### src/hdl/integer_constant_intern_table_defines.svh
// Assertion macros shared by the intern table RTL.
`ifndef INTEGER_CONSTANT_INTERN_TABLE_DEFINES_SVH
`define INTEGER_CONSTANT_INTERN_TABLE_DEFINES_SVH

// Same-cycle implication, disabled while reset is asserted.
`define ICIT_ASSERT_IMP(label, clk, rst_n, ante, cons) \
    label: assert property (@(posedge clk) disable iff (!(rst_n)) (ante) |-> (cons)) \
        else $error("intern table assertion failed");

// Next-cycle implication, disabled while reset is asserted.
`define ICIT_ASSERT_NXT(label, clk, rst_n, ante, cons) \
    label: assert property (@(posedge clk) disable iff (!(rst_n)) (ante) |=> (cons)) \
        else $error("intern table assertion failed");

`endif

### src/hdl/icit_pkg.sv
package icit_pkg;

    localparam int unsigned TABLE_DEPTH_DEF = 64;
    localparam int unsigned VALUE_W         = 32;
    localparam int unsigned SLOT_W          = 6;

    localparam logic REQ_INTERN  = 1'b0;
    localparam logic REQ_CLEAR   = 1'b1;
    localparam logic STATUS_OK   = 1'b0;
    localparam logic STATUS_FULL = 1'b1;

    typedef struct packed {
        logic                       req_type;
        logic signed [VALUE_W-1:0]  value;
    } t_icit_req;

    typedef struct packed {
        logic [SLOT_W-1:0] slot;
        logic              already_present;
        logic              status;
    } t_icit_res;

    typedef enum logic {
        ST_IDLE,
        ST_SCAN
    } t_icit_state;

endpackage

### src/hdl/icit_ram.sv
module icit_ram
    import icit_pkg::*;
#(
    parameter int unsigned WIDTH = VALUE_W,
    parameter int unsigned DEPTH = TABLE_DEPTH_DEF
) (
    input  logic                     i_clk,
    input  logic                     i_we,
    input  logic [$clog2(DEPTH)-1:0] i_waddr,
    input  logic [WIDTH-1:0]         i_wdata,
    input  logic                     i_re,
    input  logic [$clog2(DEPTH)-1:0] i_raddr,
    output logic [WIDTH-1:0]         o_rdata
);

    logic [WIDTH-1:0] r_mem [DEPTH];
    logic [WIDTH-1:0] r_rdata;

    always_ff @(posedge i_clk) begin
        if (i_we) begin
            r_mem[i_waddr] <= i_wdata;
        end
        if (i_re) begin
            r_rdata <= r_mem[i_raddr];
        end
    end

    assign o_rdata = r_rdata;

endmodule

### src/hdl/integer_constant_intern_table.sv
// Channel   | Direction | Handshake              | Payload
// ----------+-----------+------------------------+---------------------
// request   | in        | start high, busy low   | i_req (t_icit_req)
// result    | out       | o_valid for one cycle  | o_result (t_icit_res)
//
// A clear request empties the table and gives its result without reading the RAM.
// An intern request reads one stored entry per cycle from a single RAM read port,
// stops at the first match, and otherwise appends the value unless the table is full.
// Busy stays high from acceptance until the cycle in which the result is shown.
// Synchronous active-low reset empties the table; stored entries are not cleared.
// The receiver cannot stall: each result is shown for exactly one cycle.
`include "integer_constant_intern_table_defines.svh"

module integer_constant_intern_table
    import icit_pkg::*;
#(
    parameter int unsigned TABLE_DEPTH = TABLE_DEPTH_DEF
) (
    input  logic      i_clk,
    input  logic      i_rst_n,
    input  logic      start,
    output logic      busy,
    input  t_icit_req i_req,
    output logic      o_valid,
    output t_icit_res o_result
);

    localparam int unsigned IDX_W = $clog2(TABLE_DEPTH);
    localparam int unsigned CNT_W = $clog2(TABLE_DEPTH + 1);

    t_icit_state      r_state, n_state;
    t_icit_req        r_req,   n_req;
    logic [CNT_W-1:0] r_fill,  n_fill;
    logic [CNT_W-1:0] r_idx,   n_idx;
    logic [IDX_W-1:0] r_cidx,  n_cidx;
    logic             r_pend,  n_pend;
    logic             r_valid, n_valid;
    t_icit_res        r_res,   n_res;

    logic             ram_we;
    logic             ram_re;
    logic [VALUE_W-1:0] ram_rdata;

    icit_ram #(
        .WIDTH (VALUE_W),
        .DEPTH (TABLE_DEPTH)
    ) u_ram (
        .i_clk   (i_clk),
        .i_we    (ram_we),
        .i_waddr (r_fill[IDX_W-1:0]),
        .i_wdata (r_req.value),
        .i_re    (ram_re),
        .i_raddr (r_idx[IDX_W-1:0]),
        .o_rdata (ram_rdata)
    );

    always_ff @(posedge i_clk) begin
        if (!i_rst_n) begin
            r_state <= ST_IDLE;
            r_fill  <= '0;
            r_pend  <= 1'b0;
            r_valid <= 1'b0;
        end else begin
            r_state <= n_state;
            r_fill  <= n_fill;
            r_pend  <= n_pend;
            r_valid <= n_valid;
        end
    end

    always_ff @(posedge i_clk) begin
        r_req  <= n_req;
        r_idx  <= n_idx;
        r_cidx <= n_cidx;
        r_res  <= n_res;
    end

    always_comb begin
        n_state = r_state;
        n_req   = r_req;
        n_fill  = r_fill;
        n_idx   = r_idx;
        n_cidx  = r_cidx;
        n_pend  = 1'b0;
        n_valid = 1'b0;
        n_res   = r_res;
        ram_we  = 1'b0;
        ram_re  = 1'b0;
        unique case (r_state)
            ST_IDLE: begin
                if (start) begin
                    n_req   = i_req;
                    n_idx   = '0;
                    n_state = ST_SCAN;
                end
            end
            ST_SCAN: begin
                if (r_req.req_type == REQ_CLEAR) begin
                    n_fill  = '0;
                    n_valid = 1'b1;
                    n_res   = '{slot: '0, already_present: 1'b0, status: STATUS_OK};
                    n_state = ST_IDLE;
                end else if (r_pend && (ram_rdata == r_req.value)) begin
                    n_valid = 1'b1;
                    n_res   = '{slot: SLOT_W'(r_cidx), already_present: 1'b1,
                                status: STATUS_OK};
                    n_state = ST_IDLE;
                end else if (r_idx < r_fill) begin
                    ram_re = 1'b1;
                    n_pend = 1'b1;
                    n_cidx = r_idx[IDX_W-1:0];
                    n_idx  = r_idx + CNT_W'(1);
                end else if (!r_pend) begin
                    n_valid = 1'b1;
                    n_state = ST_IDLE;
                    if (r_fill < CNT_W'(TABLE_DEPTH)) begin
                        ram_we = 1'b1;
                        n_fill = r_fill + CNT_W'(1);
                        n_res  = '{slot: SLOT_W'(r_fill[IDX_W-1:0]), already_present: 1'b0,
                                   status: STATUS_OK};
                    end else begin
                        n_res = '{slot: '0, already_present: 1'b0, status: STATUS_FULL};
                    end
                end
            end
            default: begin
                n_state = ST_IDLE;
            end
        endcase
    end

    assign busy     = (r_state != ST_IDLE);
    assign o_valid  = r_valid;
    assign o_result = r_res;

    `ICIT_ASSERT_IMP(a_fill_bounded, i_clk, i_rst_n, 1'b1, r_fill <= CNT_W'(TABLE_DEPTH))
    `ICIT_ASSERT_NXT(a_accept_busy, i_clk, i_rst_n, start && !busy, busy)
    `ICIT_ASSERT_NXT(a_strobe_single, i_clk, i_rst_n, o_valid, !o_valid)
    `ICIT_ASSERT_IMP(a_result_flags, i_clk, i_rst_n, o_valid,
        !(o_result.already_present && (o_result.status == STATUS_FULL)))
    `ICIT_ASSERT_IMP(a_insert_grows, i_clk, i_rst_n,
        o_valid && (r_req.req_type == REQ_INTERN) && !o_result.already_present
            && (o_result.status == STATUS_OK),
        r_fill == ($past(r_fill) + CNT_W'(1)))

endmodule
### config.mk
export PLATFORM = sky130hd
export DESIGN_NAME = integer_constant_intern_table
export DESIGN_NICKNAME = d
export VERILOG_FILES = /design/src/hdl/icit_pkg.sv /design/src/hdl/icit_ram.sv /design/src/hdl/integer_constant_intern_table.sv
export VERILOG_INCLUDE_DIRS = /design/src /design/src/hdl
export SDC_FILE = /design/constraint.sdc
export NUM_CORES = 2
export LEC_CHECK = 0
export ABC_AREA = 1
export BUFFER_PORTS_ARGS = -buffer_cell sky130_fd_sc_hd__buf_2
export CAP_MARGIN = 20
export CORE_MARGIN = 3
export CORE_UTILIZATION = 60
export DETAILED_ROUTE_END_ITERATION = 8
export PLACE_DENSITY_LB_ADDON = 0.08
export SKIP_LAST_GASP = 1
export SLEW_MARGIN = 10
export SYNTH_ARGS = -nofsm -noshare
export SYNTH_HDL_FRONTEND = slang
export SYNTH_SLANG_ARGS = --single-unit
### constraint.sdc
create_clock -name i_clk -period 6 [get_ports i_clk]
set_input_delay 1.2 -clock i_clk [delete_from_list [all_inputs] [get_ports i_clk]]
set_output_delay 1.2 -clock i_clk [all_outputs]
set_load 0.05 [all_outputs]
# Word level (Yosys, flattened, before mapping)
# Memory sizes are Yosys's and may differ from the RTL's. A register that Yosys moved wholly into a read port is not among the register bits.
# Index checks and enable logic that the tools add are counted.
[classes] bitwise=3 addsub=2 n_shift=0 muxes=36 div=0 n_eq_ne=10 magnitude_cmp=2 reduce_logical=9 n_mul=0
[ops] cell="2-to-1 mux 7 bit" n=9
[ops] cell="equality test 32 bit" n=1
[ops] cell="2-to-1 mux 8 bit" n=4
[ops] cell="2-to-1 mux 1 bit" n=21
[ops] cell="adder 7 x 1 -> 7 bit (second input constant)" n=2
[ops] cell="one-hot mux 7 bit (2 select lines)" n=1
[ops] cell="!= test 2 bit (second input constant)" n=6
[ops] cell="AND reduction 4 bit" n=2
[ops] cell="< comparator 7 bit" n=1
[ops] cell="< comparator 7 bit (second input constant)" n=1
[ops] cell="AND reduction 5 bit" n=1
[ops] cell="AND reduction 2 bit" n=2
[ops] cell="!= test 3 x 2 -> 1 bit (second input constant)" n=1
[ops] cell="!= test 3 bit (second input constant)" n=1
[ops] cell="NOT 1 bit" n=3
[ops] cell="AND reduction 3 bit" n=1
[ops] cell="!= test 2 x 1 -> 1 bit (second input constant)" n=1
[ops] cell="one-hot mux 1 bit (2 select lines)" n=1
[ops] cell="nonzero test 2 bit" n=1
[ops] cell="OR reduction 2 bit" n=1
[ops] cell="logical AND 1 bit" n=1
[totals] inputBits=36 regBits=64 memories=1 ram_bits=2048 latch_bits=0 word_cells=74 romBits=0 output_inout_bits=10
[memory_table] memory="u_ram.r_mem" words=64 word_bits=32 rd=1 rd_clocked_by_memory_dff=1 wr=1 line="icit_ram.sv:16" text="logic [WIDTH-1:0] r_mem [DEPTH];"

# Longest topological paths before layout
[logic_depth] ltp_word=9 depth_mapped=15 mapped_depth_nobuf=12

# Cells and area by module
# A second synthesis with hierarchy kept.
[hier_totals] cells_unflattened=7164 area_unflattened_um2=86442.9
[by_module_without_submodules] module="icit_ram" cells_each=6769 n_inst=1 area_per_inst_um2=83058.4 seq_area_each_um2=62459.9
[by_module_without_submodules] module="integer_constant_intern_table" cells_each=395 n_inst=1 area_per_inst_um2=3384.5 seq_area_each_um2=1821.7

# Worst setup path before layout
# OpenSTA, ideal clock, no wires.
[synth_path] kind="reg2reg" from="register r_fill[6]" to="memory u_ram.r_mem[63][0] (netlist bit), enable pin" arrival_ns=3.587 period_less_slack_ns=4.048 n_path_buf=0 setup_ns=0.461 path_slack_ns=1.952 path_stages_with_launch=8 required_ns=5.539 path_cell_list="dfxtp_1 -> clkinv_1 -> ha_1 -> nand2_1 -> o21a_1 -> nand2_2 -> nand4_4 -> nor3_1"
[synth_between] elab_chain_len=9 word_cells_on_any_way=10 cone_classes="2 x order compare; 8 x mux"
[synth_rtl] element="start: declaration" line="integer_constant_intern_table.sv:33" text="logic [CNT_W-1:0] r_fill, n_fill;"
[synth_rtl] element="start signal: assignment" line="integer_constant_intern_table.sv:65" text="r_fill <= n_fill;"
[synth_rtl] element="< comparator 7 bit" line="integer_constant_intern_table.sv:116" text="if (r_fill < CNT_W'(TABLE_DEPTH)) begin"
[synth_rtl] element="2-to-1 mux 1 bit" line="integer_constant_intern_table.sv:116"
[synth_rtl] element="2-to-1 mux 1 bit" line="integer_constant_intern_table.sv:113" text="end else if (!r_pend) begin"
[synth_rtl] element="2-to-1 mux 1 bit *" line="integer_constant_intern_table.sv:108" text="end else if (r_idx < r_fill) begin"
[synth_rtl] element="2-to-1 mux 1 bit *" line="integer_constant_intern_table.sv:103" text="end else if (r_pend && (ram_rdata == r_req.value)) begin"
[synth_rtl] element="2-to-1 mux 1 bit *" line="integer_constant_intern_table.sv:98" text="if (r_req.req_type == REQ_CLEAR) begin"
[synth_rtl] element="2-to-1 mux 1 bit *" line="integer_constant_intern_table.sv:89" text="unique case (r_state)"
[synth_rtl] element="2-to-1 mux 1 bit *" line="icit_ram.sv:20" text="if (i_we) begin"
[synth_rtl] element="2-to-1 mux 1 bit (implied by the code) *" line="icit_ram.sv:21" text="r_mem[i_waddr] <= i_wdata;"
[synth_rtl] element="end: declaration" line="icit_ram.sv:16"
# Every way passes the cells marked *; elsewhere a longest branch is shown, timed or not.

# Worst setup path in the final report
[layout_path] from="register r_fill[6]" to="memory u_ram.r_mem[41][17] (netlist bit), enable pin"
# Same word-level chain as after synthesis.

==> metrics <==
XOR/XNOR Fraction of Synth Area 0.134%; sequential power share 51.4%; RSZ-0062 raised after global routing no; DP Cell Count 8233; switching portion of total power about 25%; root buffer selected by CTS clkbuf_16; share of layout cells above drive strength 1 under 10%; Max Clock Skew 34.1 ps; non-filler cells, final between 8k and 9k; Clock transition at path regs 70 ps; die width approximately 380 microns; Synth Flop Type edfxtp_1; initial drt markers 7987; CTS tree yes; # Max-Cap Violations 0; setup_tns 0 ps; Max Fclk 253 MHz; Adder-Cell Fraction of Synth Area less than 1%; endpoints failing hold 0; post-synthesis cell count 6571; Placer Congestion between 0.9 and 1; Internal 24400 uW; post-synthesis mux area share 0.0118%; Cell Rows between 100 and 150; TritonCTS Buffers about 210; PostCTS Resize Cnt 0; top cells by area, synth edfxtp_1 75%, nor2_1 6.3%, o21ai_0 5.7%; full die area 146000 sq um; Synth async-reset ratio 0%; synth unique cells 34; clock share of power 39.0%; GRT Overall Usage 33.4%; Pwr Density between 300 and 400 nW/um^2; H-tree depth 4; Wirelength per Cell 28.4 microns; Arr. time, crit path 4390 ps; status finished, final reports clean; largest family of logic cells by synthesized area compound AO/OA/AOI/OAI gates; Slew @ Worst Pin 1130 ps; Starting Density about three fifths; Via-to-Cell Ratio between 6 and 7; final worst-path cycle share 66.0%; Post-CTS Setup Inserts 0; CP Class reg2reg; synth warn 0; DR vias roughly 55k; final slew viol count 0; Psw 7940 uW; DP Wirelength around 140000 microns; GRT overflow 0; Detailed Route WL 245000 microns; Antenna Nets Post-Route 0; # hold bufs at CTS 0; combinational share of power 9.6%; sequential share of the synthesized area about 76%; post-synthesis compound-gate area fraction 10.6%; vias in the first global route 50.8k; IO buf count 45; FF+latch count, synth ~2.1k; Syn Nets approximately 6.6k; Clock Path Buffers 3; DRC 0; area added between synthesis and finish 11.0%; Worst-Skew Late Latency 840 ps; I/O pin total 46; Nets 6621; first-pass GRT wire length 353000 microns; # clock sinks between 2k and 2.5k; Worst Setup Start Kind register; CP endpoint kind register; WP data required 6430 ps; initial antenna violation count 11; FF+latch area ~64000 sq um; Die H 382 microns; Syn Area/Cell 12.9 sq um; core area 140000 sq um; crit path time final 3960 ps; Fill cells 10.0k; post-synth top area cell edfxtp_1; EDFF count, synth 2134; worst vdd ir just under 0.3 mV; DR pass1 iterations 6; area of the mapped netlist 84900 sq um; final-report setup violation count 0; simple-gate share of the synthesized area 10.4%; Leakage 0.0306 uW; Worst slew margin 24.7%; pin count of the biggest net entering global routing about 200; worst-path maximum fanout 32; footprint of the multi-input gates 18600 sq um; HP Class in2reg; share of the synthesized area in the top cell type 75.5%
worst max-delay path, cell delays in order (launching register included):
cell,delay [ps]
dfxtp_1,360
clkinv_1,270
ha_1,410
nand2_1,90
o21a_1,200
nand2_2,140
nand4_4,160
nor2_2,350
nand2_1,520
nor2_4,1010
metal layers:
metal,routed length [microns],GRT usage (%)
met1,97200,48.5
met2,112000,50.5
met3,26700,7.28
met4,9410,12.1
met5,55,0
state kept, by name, indices dropped and copies added, names as in the netlist:
name	cells
u_ram.o_rdata	32
busy	1
r_req	33
r_pend	1
r_idx	7
o_valid	1
o_result	8
r_cidx	6
r_fill	7
u_ram.r_mem	2048
stage by stage:
stage                     power (uW)  util (%)  worst slack, ps  hold slack (ps)  instance area, sq um
after floorplan                18800         -             1950              449                 84900
after global placement         20000      62.4             2140              536                 87400
after detailed placement       20000      62.5             2130              568                 87500
after CTS                      32400      67.1             2100              479                 94000
after global routing           33300      67.3             1850              498                 94200
final                          32400      67.3             2040              538                 94300
cells in the mapped netlist, drive strengths merged, types with 5 or more instances:
library cell / n
buf: 224
nand4: 17
o211ai: 253
o22ai: 219
dfxtp: 10
nand2: 548
o21ai: 1055
nor2: 1416
xnor2: 8
a21oi: 78
nand3: 245
ha: 8
inv: 123
nand3b: 6
xor2: 5
edfxtp: 2134
clkbuf: 204
power groups by stage:
stage                     Sequential (uW)  Combinational (uW)  Clock (uW)
final                               16600                3100       12600
after global routing                16600                3310       13300
after CTS                           16600                3050       12700
after detailed placement            17000                3040           0
after global placement              16900                3000           0
after floorplan                     17100                1700           0
cell families after synthesis:
group | after synthesis
AOI/OAI and AO/OA | 1615
muxes | 1
DFF | 2144
xor gates and xnor gates | 13
buffers and inverters | 555
adders and majority gates | 8
and+or+nand+nor | 2235
final timing paths:
kind                                from                            end  slack (ps)  cells after the start
hold reg to reg   r_fill[0]$_SDFFE_PN0P_         r_fill[0]$_SDFFE_PN0P_         580                      1
setup reg to reg  r_fill[6]$_SDFFE_PN0P_  u_ram.r_mem[41][17]$_DFFE_PP_        2040                      9
hold / removal                 i_req[23]            r_req[23]$_DFFE_PP_         540                      1
setup / recovery  r_fill[6]$_SDFFE_PN0P_  u_ram.r_mem[41][17]$_DFFE_PP_        2040                      9
cell type report:
type	instances	area share [%]
Sequential cell	2144	68.2
Timing Repair Buffer	223	2.14
Multi-Input combinational cell	3872	19.7
Tap cell	1876	2.49
Antenna cell	3	0.00796
Clock buffer	270	5.94
Inverter	127	0.535
Clock inverter	118	1.01
cells in the final DEF (no fill, tap or decap), drive strengths merged, types with 130 or more instances in the layout:
| cell type | instances |
|---|---|
| inv | 130 |
| nor2 | 1416 |
| o22ai | 219 |
| o21ai | 1055 |
| o211ai | 253 |
| buf | 223 |
| edfxtp | 2134 |
| nand2 | 548 |
| clkbuf | 270 |
| nand3 | 245 |
(Power assumes the default switching activity.)
